File: config.mk
export PLATFORM = sky130hd
export DESIGN_NAME = circular_doubly_linked_queue_top_flat
export DESIGN_NICKNAME = d
export VERILOG_FILES = /design/src/cdlq_pkg.sv /design/src/cdlq_if.sv /design/src/cdlq_store.sv /design/src/circular_doubly_linked_queue_top.sv /design/src/flat_wrapper.sv
export SDC_FILE = /design/constraint.sdc
export NUM_CORES = 1
export LEC_CHECK = 0
export CORE_ASPECT_RATIO = 0.75
export CORE_MARGIN = 10
export CORE_UTILIZATION = 50
export DETAILED_ROUTE_END_ITERATION = 7
export DONT_BUFFER_PORTS = 1
export PLACE_DENSITY = 0.68
export REMOVE_ABC_BUFFERS = 1
export SLEW_MARGIN = 15
export SYNTH_ARGS = -nofsm -noshare
export SYNTH_HDL_FRONTEND = slang
export SYNTH_SLANG_ARGS = --single-unit
File: constraint.sdc
create_clock -name clk -period 5.48 [get_ports clk]
set_clock_uncertainty 0.05 [all_clocks]
set_input_delay 1.096 -clock clk [delete_from_list [all_inputs] [get_ports clk]]
set_output_delay 1.096 -clock clk [all_outputs]
set_load 0.01 [all_outputs]
File: src/cdlq_pkg.sv
// Package for the circular doubly linked queue: command and status codes,
// and the write-enable group passed from the sequencer to the link store.
// No dependencies.
`timescale 1ns / 1ps
`default_nettype none
package cdlq_pkg;

	typedef enum logic [3:0] {
		CMD_APPEND   = 4'd0,
		CMD_REMOVE   = 4'd1,
		CMD_MOVE_UP  = 4'd2,
		CMD_MOVE_DN  = 4'd3,
		CMD_ROT_FWD  = 4'd4,
		CMD_ROT_BACK = 4'd5,
		CMD_NEXT     = 4'd6,
		CMD_PREV     = 4'd7,
		CMD_FIND     = 4'd8
	} cmd_t;

	typedef enum logic [2:0] {
		ST_OK        = 3'd0,
		ST_TOO_FEW   = 3'd1,
		ST_FULL      = 3'd2,
		ST_BAD_HNDL  = 3'd3,
		ST_NOT_FOUND = 3'd4
	} status_t;

	typedef struct packed {
		logic next_we;
		logic prev_we;
		logic id_we;
	} store_wen_t;

endpackage
`default_nettype wire

File: src/cdlq_if.sv
// Request and response channel interfaces of the queue.
// Depends on nothing; payload widths are fixed by the command format.
`timescale 1ns / 1ps
`default_nettype none
interface cdlq_req_if;
	logic        valid;
	logic        ready;
	logic [3:0]  cmd;
	logic [15:0] item_id;
	logic [3:0]  node_handle;
	modport source (output valid, cmd, item_id, node_handle, input ready);
	modport sink (input valid, cmd, item_id, node_handle, output ready);
endinterface

interface cdlq_rsp_if;
	logic        valid;
	logic        ready;
	logic [2:0]  status;
	logic [3:0]  result_handle;
	logic [15:0] result_id;
	logic [4:0]  entry_count;
	logic [3:0]  current_handle;
	modport source (output valid, status, result_handle, result_id, entry_count,
		current_handle, input ready);
	modport sink (input valid, status, result_handle, result_id, entry_count,
		current_handle, output ready);
endinterface
`default_nettype wire

File: src/cdlq_store.sv
// Node pool storage: next link, prev link and id arrays, one shared read
// address with registered read data, one write port per array.
// Depends on cdlq_pkg.
`timescale 1ns / 1ps
`default_nettype none
module cdlq_store #(
	parameter int DEPTH = 16,
	parameter int AW    = 4,
	parameter int IW    = 16
) (
	input  wire logic                 clk,
	input  wire logic [AW-1:0]        rd_addr,
	input  wire cdlq_pkg::store_wen_t wen,
	input  wire logic [AW-1:0]        next_waddr,
	input  wire logic [AW-1:0]        next_wdata,
	input  wire logic [AW-1:0]        prev_waddr,
	input  wire logic [AW-1:0]        prev_wdata,
	input  wire logic [AW-1:0]        id_waddr,
	input  wire logic [IW-1:0]        id_wdata,
	output logic      [AW-1:0]        rd_next,
	output logic      [AW-1:0]        rd_prev,
	output logic      [IW-1:0]        rd_id
);

	logic [AW-1:0] next_mem [DEPTH];
	logic [AW-1:0] prev_mem [DEPTH];
	logic [IW-1:0] id_mem   [DEPTH];

	// write ports
	always_ff @(posedge clk) begin
		if (wen.next_we) next_mem[next_waddr] <= next_wdata;
		if (wen.prev_we) prev_mem[prev_waddr] <= prev_wdata;
		if (wen.id_we)   id_mem[id_waddr]     <= id_wdata;
	end

	// registered read of all three fields
	always_ff @(posedge clk) begin
		rd_next <= next_mem[rd_addr];
		rd_prev <= prev_mem[rd_addr];
		rd_id   <= id_mem[rd_addr];
	end

endmodule
`default_nettype wire

File: src/circular_doubly_linked_queue_top.sv
// Circular doubly linked queue over a pool of POOL_DEPTH nodes, one request at a time.
// Errors, unknown codes, two-entry moves and removal of the last entry go straight to the
// response stage; append scans for the lowest free slot, and find walks from head, one node
// per cycle. A response may wait in its register while the next request is taken.
// Reset clears pointers, count and used bits; the link store is not cleared.
`timescale 1ns / 1ps
`default_nettype none
module circular_doubly_linked_queue_top #(
	parameter int POOL_DEPTH = 16,
	parameter int ID_BITS    = 16
) (
	input wire logic   clk,
	input wire logic   arst_n,
	cdlq_req_if.sink   req,
	cdlq_rsp_if.source rsp
);

	localparam int PW = $clog2(POOL_DEPTH);
	localparam int CW = $clog2(POOL_DEPTH + 1);

	typedef enum logic [3:0] {
		S_IDLE, S_SCAN, S_APP2, S_RM, S_MV_DN, S_MV_N, S_MV_P, S_MV_W2, S_MV_W3,
		S_ROT1, S_ROT2, S_NB1, S_NB2, S_FIND, S_OUT
	} state_t;

	state_t                 state_q;
	cdlq_pkg::cmd_t         cmd_q;
	logic [ID_BITS-1:0]     id_q;
	logic [PW-1:0]          h_q, head_q, tail_q, cur_q, scan_q, walk_q;
	logic [PW-1:0]          n_q, p_q, nn_q, pp_q;
	logic [CW-1:0]          count_q, idx_q;
	logic [POOL_DEPTH-1:0]  used_q;
	cdlq_pkg::status_t      res_st_q;
	logic [3:0]             res_h_q;
	logic [15:0]            res_id_q;

	logic                   rsp_valid_q;
	logic [2:0]             rsp_status_q;
	logic [3:0]             rsp_handle_q;
	logic [15:0]            rsp_id_q;
	logic [4:0]             rsp_count_q;
	logic [3:0]             rsp_cur_q;

	logic [PW-1:0]          rd_addr, rd_next, rd_prev;
	logic [ID_BITS-1:0]     rd_id;
	cdlq_pkg::store_wen_t   wen;
	logic [PW-1:0]          next_waddr, next_wdata, prev_waddr, prev_wdata, id_waddr;

	logic                   accept;
	logic [PW-1:0]          h_idx;
	logic                   h_ok;
	cdlq_pkg::cmd_t         in_cmd;
	logic                   fwd_q;

	assign req.ready = (state_q == S_IDLE);
	assign accept    = req.valid && req.ready;
	assign in_cmd    = cdlq_pkg::cmd_t'(req.cmd);
	assign h_idx     = PW'(req.node_handle);
	assign h_ok      = ({28'd0, req.node_handle} < 32'(POOL_DEPTH)) && used_q[h_idx];
	assign fwd_q     = (cmd_q == cdlq_pkg::CMD_ROT_FWD) || (cmd_q == cdlq_pkg::CMD_NEXT);

	assign rsp.valid          = rsp_valid_q;
	assign rsp.status         = rsp_status_q;
	assign rsp.result_handle  = rsp_handle_q;
	assign rsp.result_id      = rsp_id_q;
	assign rsp.entry_count    = rsp_count_q;
	assign rsp.current_handle = rsp_cur_q;

	cdlq_store #(.DEPTH(POOL_DEPTH), .AW(PW), .IW(ID_BITS)) u_store (
		.clk        (clk),
		.rd_addr    (rd_addr),
		.wen        (wen),
		.next_waddr (next_waddr),
		.next_wdata (next_wdata),
		.prev_waddr (prev_waddr),
		.prev_wdata (prev_wdata),
		.id_waddr   (id_waddr),
		.id_wdata   (id_q),
		.rd_next    (rd_next),
		.rd_prev    (rd_prev),
		.rd_id      (rd_id)
	);

	// drive store reads and writes from the sequencer state
	always_comb begin
		rd_addr    = h_idx;
		wen        = '0;
		next_waddr = n_q;
		next_wdata = n_q;
		prev_waddr = n_q;
		prev_wdata = n_q;
		id_waddr   = scan_q;
		case (state_q)
			S_IDLE: begin
				if (in_cmd == cdlq_pkg::CMD_ROT_FWD || in_cmd == cdlq_pkg::CMD_ROT_BACK ||
					in_cmd == cdlq_pkg::CMD_FIND)
					rd_addr = head_q;
			end
			S_SCAN: begin
				if (!used_q[scan_q]) begin
					wen = '{next_we: 1'b1, prev_we: 1'b1, id_we: 1'b1};
					next_waddr = scan_q;
					prev_waddr = scan_q;
					next_wdata = (count_q == '0) ? scan_q : head_q;
					prev_wdata = (count_q == '0) ? scan_q : tail_q;
				end
			end
			S_APP2: begin
				wen.next_we = 1'b1;
				wen.prev_we = 1'b1;
				next_waddr  = tail_q;
				next_wdata  = n_q;
				prev_waddr  = head_q;
				prev_wdata  = n_q;
			end
			S_RM: begin
				wen.next_we = 1'b1;
				wen.prev_we = 1'b1;
				next_waddr  = rd_prev;
				next_wdata  = rd_next;
				prev_waddr  = rd_next;
				prev_wdata  = rd_prev;
			end
			S_MV_DN: rd_addr = rd_next;
			S_MV_N:  rd_addr = rd_prev;
			S_MV_P: begin
				wen.next_we = 1'b1;
				wen.prev_we = 1'b1;
				next_waddr  = rd_prev;
				next_wdata  = n_q;
				prev_waddr  = nn_q;
				prev_wdata  = p_q;
			end
			S_MV_W2: begin
				wen.next_we = 1'b1;
				wen.prev_we = 1'b1;
				next_waddr  = n_q;
				next_wdata  = p_q;
				prev_waddr  = n_q;
				prev_wdata  = pp_q;
			end
			S_MV_W3: begin
				wen.next_we = 1'b1;
				wen.prev_we = 1'b1;
				next_waddr  = p_q;
				next_wdata  = nn_q;
				prev_waddr  = p_q;
				prev_wdata  = n_q;
			end
			S_ROT1:  rd_addr = tail_q;
			S_NB1:   rd_addr = fwd_q ? rd_next : rd_prev;
			S_FIND:  rd_addr = rd_next;
			default: rd_addr = h_idx;
		endcase
	end

	// sequencer and response register
	always_ff @(posedge clk or negedge arst_n) begin
		if (!arst_n) begin
			state_q     <= S_IDLE;
			head_q      <= '0;
			tail_q      <= '0;
			cur_q       <= '0;
			count_q     <= '0;
			used_q      <= '0;
			rsp_valid_q <= 1'b0;
		end else begin
			if (rsp_valid_q && rsp.ready) rsp_valid_q <= 1'b0;
			case (state_q)
				S_IDLE: begin
					if (accept) begin
						cmd_q    <= in_cmd;
						id_q     <= ID_BITS'(req.item_id);
						h_q      <= h_idx;
						res_st_q <= cdlq_pkg::ST_OK;
						res_h_q  <= '0;
						res_id_q <= '0;
						state_q  <= S_OUT;
						case (in_cmd)
							cdlq_pkg::CMD_APPEND: begin
								if (count_q == CW'(POOL_DEPTH)) res_st_q <= cdlq_pkg::ST_FULL;
								else begin
									scan_q  <= '0;
									state_q <= S_SCAN;
								end
							end
							cdlq_pkg::CMD_REMOVE: begin
								if (!h_ok || count_q == '0) res_st_q <= cdlq_pkg::ST_BAD_HNDL;
								else if (count_q == CW'(1)) begin
									head_q        <= '0;
									tail_q        <= '0;
									cur_q         <= '0;
									used_q[h_idx] <= 1'b0;
									count_q       <= count_q - CW'(1);
								end else state_q <= S_RM;
							end
							cdlq_pkg::CMD_MOVE_UP, cdlq_pkg::CMD_MOVE_DN: begin
								if (count_q < CW'(2)) res_st_q <= cdlq_pkg::ST_TOO_FEW;
								else if (!h_ok) res_st_q <= cdlq_pkg::ST_BAD_HNDL;
								else if (count_q == CW'(2)) begin
									head_q <= tail_q;
									tail_q <= head_q;
								end else if (in_cmd == cdlq_pkg::CMD_MOVE_UP) begin
									n_q     <= h_idx;
									state_q <= S_MV_N;
								end else state_q <= S_MV_DN;
							end
							cdlq_pkg::CMD_ROT_FWD, cdlq_pkg::CMD_ROT_BACK: begin
								if (count_q < CW'(2)) res_st_q <= cdlq_pkg::ST_TOO_FEW;
								else state_q <= S_ROT1;
							end
							cdlq_pkg::CMD_NEXT, cdlq_pkg::CMD_PREV: begin
								if (!h_ok) res_st_q <= cdlq_pkg::ST_BAD_HNDL;
								else state_q <= S_NB1;
							end
							cdlq_pkg::CMD_FIND: begin
								if (count_q == '0) res_st_q <= cdlq_pkg::ST_NOT_FOUND;
								else begin
									walk_q  <= head_q;
									idx_q   <= '0;
									state_q <= S_FIND;
								end
							end
							default: state_q <= S_OUT;
						endcase
					end
				end
				// look for the lowest free slot, one per cycle
				S_SCAN: begin
					if (!used_q[scan_q]) begin
						used_q[scan_q] <= 1'b1;
						res_h_q        <= 4'(scan_q);
						res_id_q       <= 16'(id_q);
						if (count_q == '0) begin
							head_q  <= scan_q;
							tail_q  <= scan_q;
							cur_q   <= scan_q;
							count_q <= count_q + CW'(1);
							state_q <= S_OUT;
						end else begin
							n_q     <= scan_q;
							state_q <= S_APP2;
						end
					end else scan_q <= scan_q + PW'(1);
				end
				S_APP2: begin
					tail_q  <= n_q;
					count_q <= count_q + CW'(1);
					state_q <= S_OUT;
				end
				// unlink the node whose links just came back
				S_RM: begin
					if (head_q == h_q) head_q <= rd_next;
					if (tail_q == h_q) tail_q <= rd_prev;
					if (cur_q == h_q)  cur_q  <= rd_next;
					used_q[h_q] <= 1'b0;
					count_q     <= count_q - CW'(1);
					state_q     <= S_OUT;
				end
				S_MV_DN: begin
					n_q     <= rd_next;
					state_q <= S_MV_N;
				end
				S_MV_N: begin
					p_q     <= rd_prev;
					nn_q    <= rd_next;
					state_q <= S_MV_P;
				end
				S_MV_P: begin
					pp_q    <= rd_prev;
					state_q <= S_MV_W2;
				end
				S_MV_W2: state_q <= S_MV_W3;
				S_MV_W3: begin
					if (head_q == p_q) head_q <= n_q;
					else if (head_q == n_q) head_q <= p_q;
					if (tail_q == n_q) tail_q <= p_q;
					else if (tail_q == p_q) tail_q <= n_q;
					state_q <= S_OUT;
				end
				S_ROT1: begin
					n_q     <= fwd_q ? rd_next : rd_prev;
					state_q <= S_ROT2;
				end
				S_ROT2: begin
					head_q  <= n_q;
					tail_q  <= fwd_q ? rd_next : rd_prev;
					state_q <= S_OUT;
				end
				S_NB1: begin
					n_q     <= fwd_q ? rd_next : rd_prev;
					state_q <= S_NB2;
				end
				S_NB2: begin
					res_h_q  <= 4'(n_q);
					res_id_q <= 16'(rd_id);
					state_q  <= S_OUT;
				end
				// walk from head, one node per cycle
				S_FIND: begin
					if (rd_id == id_q) begin
						res_h_q  <= 4'(walk_q);
						res_id_q <= 16'(rd_id);
						state_q  <= S_OUT;
					end else if (idx_q + CW'(1) == count_q) begin
						res_st_q <= cdlq_pkg::ST_NOT_FOUND;
						state_q  <= S_OUT;
					end else begin
						walk_q <= rd_next;
						idx_q  <= idx_q + CW'(1);
					end
				end
				// hand the result to the response register once it is free
				S_OUT: begin
					if (!rsp_valid_q || rsp.ready) begin
						rsp_valid_q  <= 1'b1;
						rsp_status_q <= res_st_q;
						rsp_handle_q <= res_h_q;
						rsp_id_q     <= res_id_q;
						rsp_count_q  <= 5'(count_q);
						rsp_cur_q    <= 4'(cur_q);
						state_q      <= S_IDLE;
					end
				end
				default: state_q <= S_IDLE;
			endcase
		end
	end

endmodule
`default_nettype wire
File: src/flat_wrapper.sv
// flat-port wrapper written by rule: the top's interface ports become plain ports
module circular_doubly_linked_queue_top_flat 
#(
	parameter int POOL_DEPTH = 16,
	parameter int ID_BITS    = 16
)
  (clk, arst_n, req_valid, req_cmd, req_item_id, req_node_handle, req_ready, rsp_valid, rsp_status, rsp_result_handle, rsp_result_id, rsp_entry_count, rsp_current_handle, rsp_ready);
  cdlq_req_if req_i ();
  cdlq_rsp_if rsp_i ();
  input wire logic clk;
  input wire logic arst_n;
  input wire logic [$bits(req_i.valid)-1:0] req_valid;
  input wire logic [$bits(req_i.cmd)-1:0] req_cmd;
  input wire logic [$bits(req_i.item_id)-1:0] req_item_id;
  input wire logic [$bits(req_i.node_handle)-1:0] req_node_handle;
  output wire logic [$bits(req_i.ready)-1:0] req_ready;
  output wire logic [$bits(rsp_i.valid)-1:0] rsp_valid;
  output wire logic [$bits(rsp_i.status)-1:0] rsp_status;
  output wire logic [$bits(rsp_i.result_handle)-1:0] rsp_result_handle;
  output wire logic [$bits(rsp_i.result_id)-1:0] rsp_result_id;
  output wire logic [$bits(rsp_i.entry_count)-1:0] rsp_entry_count;
  output wire logic [$bits(rsp_i.current_handle)-1:0] rsp_current_handle;
  input wire logic [$bits(rsp_i.ready)-1:0] rsp_ready;
  assign req_i.valid = req_valid;
  assign req_i.cmd = req_cmd;
  assign req_i.item_id = req_item_id;
  assign req_i.node_handle = req_node_handle;
  assign req_ready = req_i.ready;
  assign rsp_valid = rsp_i.valid;
  assign rsp_status = rsp_i.status;
  assign rsp_result_handle = rsp_i.result_handle;
  assign rsp_result_id = rsp_i.result_id;
  assign rsp_entry_count = rsp_i.entry_count;
  assign rsp_current_handle = rsp_i.current_handle;
  assign rsp_i.ready = rsp_ready;
  circular_doubly_linked_queue_top #(.POOL_DEPTH(POOL_DEPTH), .ID_BITS(ID_BITS)) u_core (.clk(clk), .arst_n(arst_n), .req(req_i), .rsp(rsp_i));
endmodule
==> results by group <==
Outcome
  • Status: finished, violations left
  • Failing checks: design-rule violations

GRT
  • First-pass GRT wire length: 89,500 µm
  • Initial antenna violation count: 0
  • Total track usage: 0.207
  • GRT overflow: 0
  • Maximum number of pins on one net before global-route repair: 79
  • Number of global-route vias before repair: 13,600

Worst setup path
  • CP Data Arrival Time: 4.97 ns
  • Critical-path cell list: nor2b_1 > nand2_1 > o21ai_0 > o21ai_0 > a21oi_4 > buf_12 > mux4_2 > mux2i_1 > mux2i_1
  • Worst path slowest cell: dfrtp_1
  • Critical Path Sink Type: flip-flop
  • WP data required: 5.87 ns
  • Setup CP Type: flip-flop to flip-flop
  • Critical path peak fanout: 32
  • Startpoint Class: flip-flop
  • Flop2flop setup slack: 0.90 ns
  • CP peak stage delay: approximately 1.1 ns

Timing
  • Relative slew slack: 0.206
  • Fin. max-slew vios: 0
  • Clock period minus worst slack: roughly 4.6 ns
  • Final Hold Viols: 0
  • Final setup fails: 0
  • Post-Route Setup TNS: 0 ns
  • Max Fclk: 0.218 GHz
  • Fin crit share: 0.836
  • Worst hold margin: 0.126 ns
  • Worst setup margin: 0.899 ns
  • RSZ-0062 raised after global routing: no
  • Slew @ Worst Pin: 1.18 ns

Yosys
  • Commonest cells in the synthesized netlist: 491 x edfxtp_1, 118 x nand2_1, 106 x mux4_2, 103 x nor2_1, 86 x mux2i_1
  • Count leader, synth: edfxtp_1
  • Ys async rst share: 0.0687
  • Share of the yosys chip area belonging to registers: 0.675
  • #FFs+latches synth: 553
  • Distinct cells, synth: between 70 and 80
  • Ys Warns: 0
  • Synth Instances: 1,524
  • Post-synth EDFFs: 491
  • Leading area contributor after synthesis: edfxtp_1
  • Post-Syn Area per Cell: 15.7 µm²
  • Cell area after synthesis: 0.0240 mm²
  • Primary FF master, synth: edfxtp_1
  • Synth top area share: 0.615
  • Synth area leaders: edfxtp_1 62%, mux4_2 10%, dfrtp_1 4.0%, mux2i_1 3.6%, dfxtp_1 2.0%

Die
  • Area of the core: around 0.047 mm²
  • Die W: roughly 270 µm
  • Initial Util: 0.506
  • Die Y: 210 µm
  • Cell row count: 69
  • Die Area: 0.0572 mm²
  • Ports: 62

Clocking
  • H-tree levels: 2
  • CTS tree: yes
  • Root Buffer Master: clkbuf_16
  • Max clock buf depth: 3
  • Clk sinks: 553
  • Hold_buf cts: 0
  • Resize count post-CTS: 0
  • Cts bufs inserted: 52
  • Worst-Skew Late Latency: 0.61 ns
  • Clock-pin slew on the worst setup and hold paths: 0.08 ns
  • Post-CTS Setup Repair Bufs: 0

Flow run
  • Max-Cap Viols: 0

Layout
  • N_diodes: 0
  • Layout cells sized above 1: 0.180
  • Nets: 1,563
  • Area growth syn-to-layout: 11.2%
  • Layout filler cell count: 3,615
  • Layout Utilization: 0.562

Placement
  • GP Congestion: ~0.98
  • Dpl ws: 1.08 ns
  • Hpwl dp: 39,400 µm
  • Port bufs: 0

Detailed routing
  • Residual DRC count: 18
  • ANT nets after route: 0
  • Routed vias: 13,800
  • Number of detailed-route iterations in the first pass: 8
  • Via density per instance: 6.25
  • DRT Wirelength: between 50,000 and 60,000 µm
  • Initial DRC Count: ~1,900
  • Wire per inst: approximately 27 µm

Power
  • Leak: 8.92 nW
  • VDD IR max: 306 µV
  • Pwr dens: 575 mW/mm²

Worst hold path
  • Worst Hold Class: input port to async pin
## critical path: cells and delay by family (launching register included)
family | cells | cell delay (ns)
AO/OA/AOI/OAI | 3 | 1.52
flip-flops | 1 | 1.06
multiplexers | 3 | 0.86
AND/OR/NAND/NOR | 2 | 0.54
buffers and inverters | 1 | 0.33
## metal layers
| metal | wire length [µm] | vias to the layer above | global-route usage |
|---|---|---|---|
| met5 | 0 | - | 0 |
| met4 | 1520 | 0 | 0.0671 |
| met3 | 5330 | 113 | 0.0476 |
| met2 | 25300 | 648 | 0.293 |
| met1 | 27100 | 7041 | 0.311 |
| li1 | - | 5996 | - |
## cell usage in the layout, fill, tap and decap left out, drive strengths merged, types with 7 or more instances in the layout
cell type  synthesis  layout
edfxtp           491     491
nand2            122     122
mux4             106     106
nor2             104     104
mux2i             86      86
clkbuf            57      73
o21ai             46      46
buf               38      42
dfrtp             38      38
a21oi             38      38
xnor2             33      33
xor2              27      27
nand3             26      26
dfxtp             24      24
inv               23      24
a22oi             23      23
nor3              23      23
o22a              20      20
a22o              19      19
a222oi            15      15
clkinv             0      14
nor2b             11      11
nand2b            11      11
o22ai             11      11
nand4             10      10
nor4              10      10
mux2              10      10
ha                10      10
and2               8       8
o211ai             7       7
o21a               7       7
## final timing paths
check,startpoint,depth (start not counted),end
max,u_core.state_q[0],9,u_core.u_store.rd_prev[3]
min,arst_n,0,u_core.state_q[0]
max reg2reg,u_core.state_q[0],9,u_core.u_store.rd_prev[3]
min reg2reg,u_core.res_id_q[8],0,u_core.rsp.result_id[8]
max in group asynchronous,arst_n,0,u_core.used_q[0]
min in group clk,u_core.res_id_q[8],0,u_core.rsp.result_id[8]
## per-stage QoR
step	std cells	power, mW	area, µm²
finish	2207	15.3	26700
floorplan	1429	10.0	23600
CTS	2207	15.4	26700
global route	2207	16.1	26700
global placement	2110	11.5	24900
detailed placement	2110	11.6	24900
## area by class of cell
cell class	instances	area, µm²	share of cell area
tap	639	800	0.0300
clock inverter	24	293	0.0110
sequential	553	16200	0.607
multi-input combinational	853	7410	0.278
clock buffer	73	1500	0.0563
timing repair buffer	42	390	0.0146
inverter	23	86.3	0.00324
## report_power, final
group / internal, mW / total [mW] / switching, mW
logic: 2.42 / 5.54 / 3.12
registers: 5.41 / 6.03 / 0.628
clock network: 2.20 / 3.75 / 1.55
total: 10.0 / 15.3 / 5.29
## flip-flops by register name, indices dropped and copies added, names as in the netlist, 5 cells and up
register                 flops
u_core.idx_q                 5
u_core.u_store.id_mem      256
u_core.u_store.next_mem     64
u_core.rsp.entry_count       5
u_core.rsp.result_id        16
u_core.used_q               16
u_core.count_q               5
u_core.id_q                 16
u_core.u_store.prev_mem     64
u_core.u_store.rd_id        16
u_core.res_id_q             16
## kinds of logic after synthesis
logic type,Yosys count,share of synthesized area
buffers and inverters,118,0.0207
xor gates and xnor gates,60,0.0219
adders and majority gates,10,0.00522
and+or+nand+nor,345,0.0665
muxes,202,0.140
AOI/OAI and AO/OA,236,0.0707
DFF,553,0.675
Power figures use the tool's default switching activity.
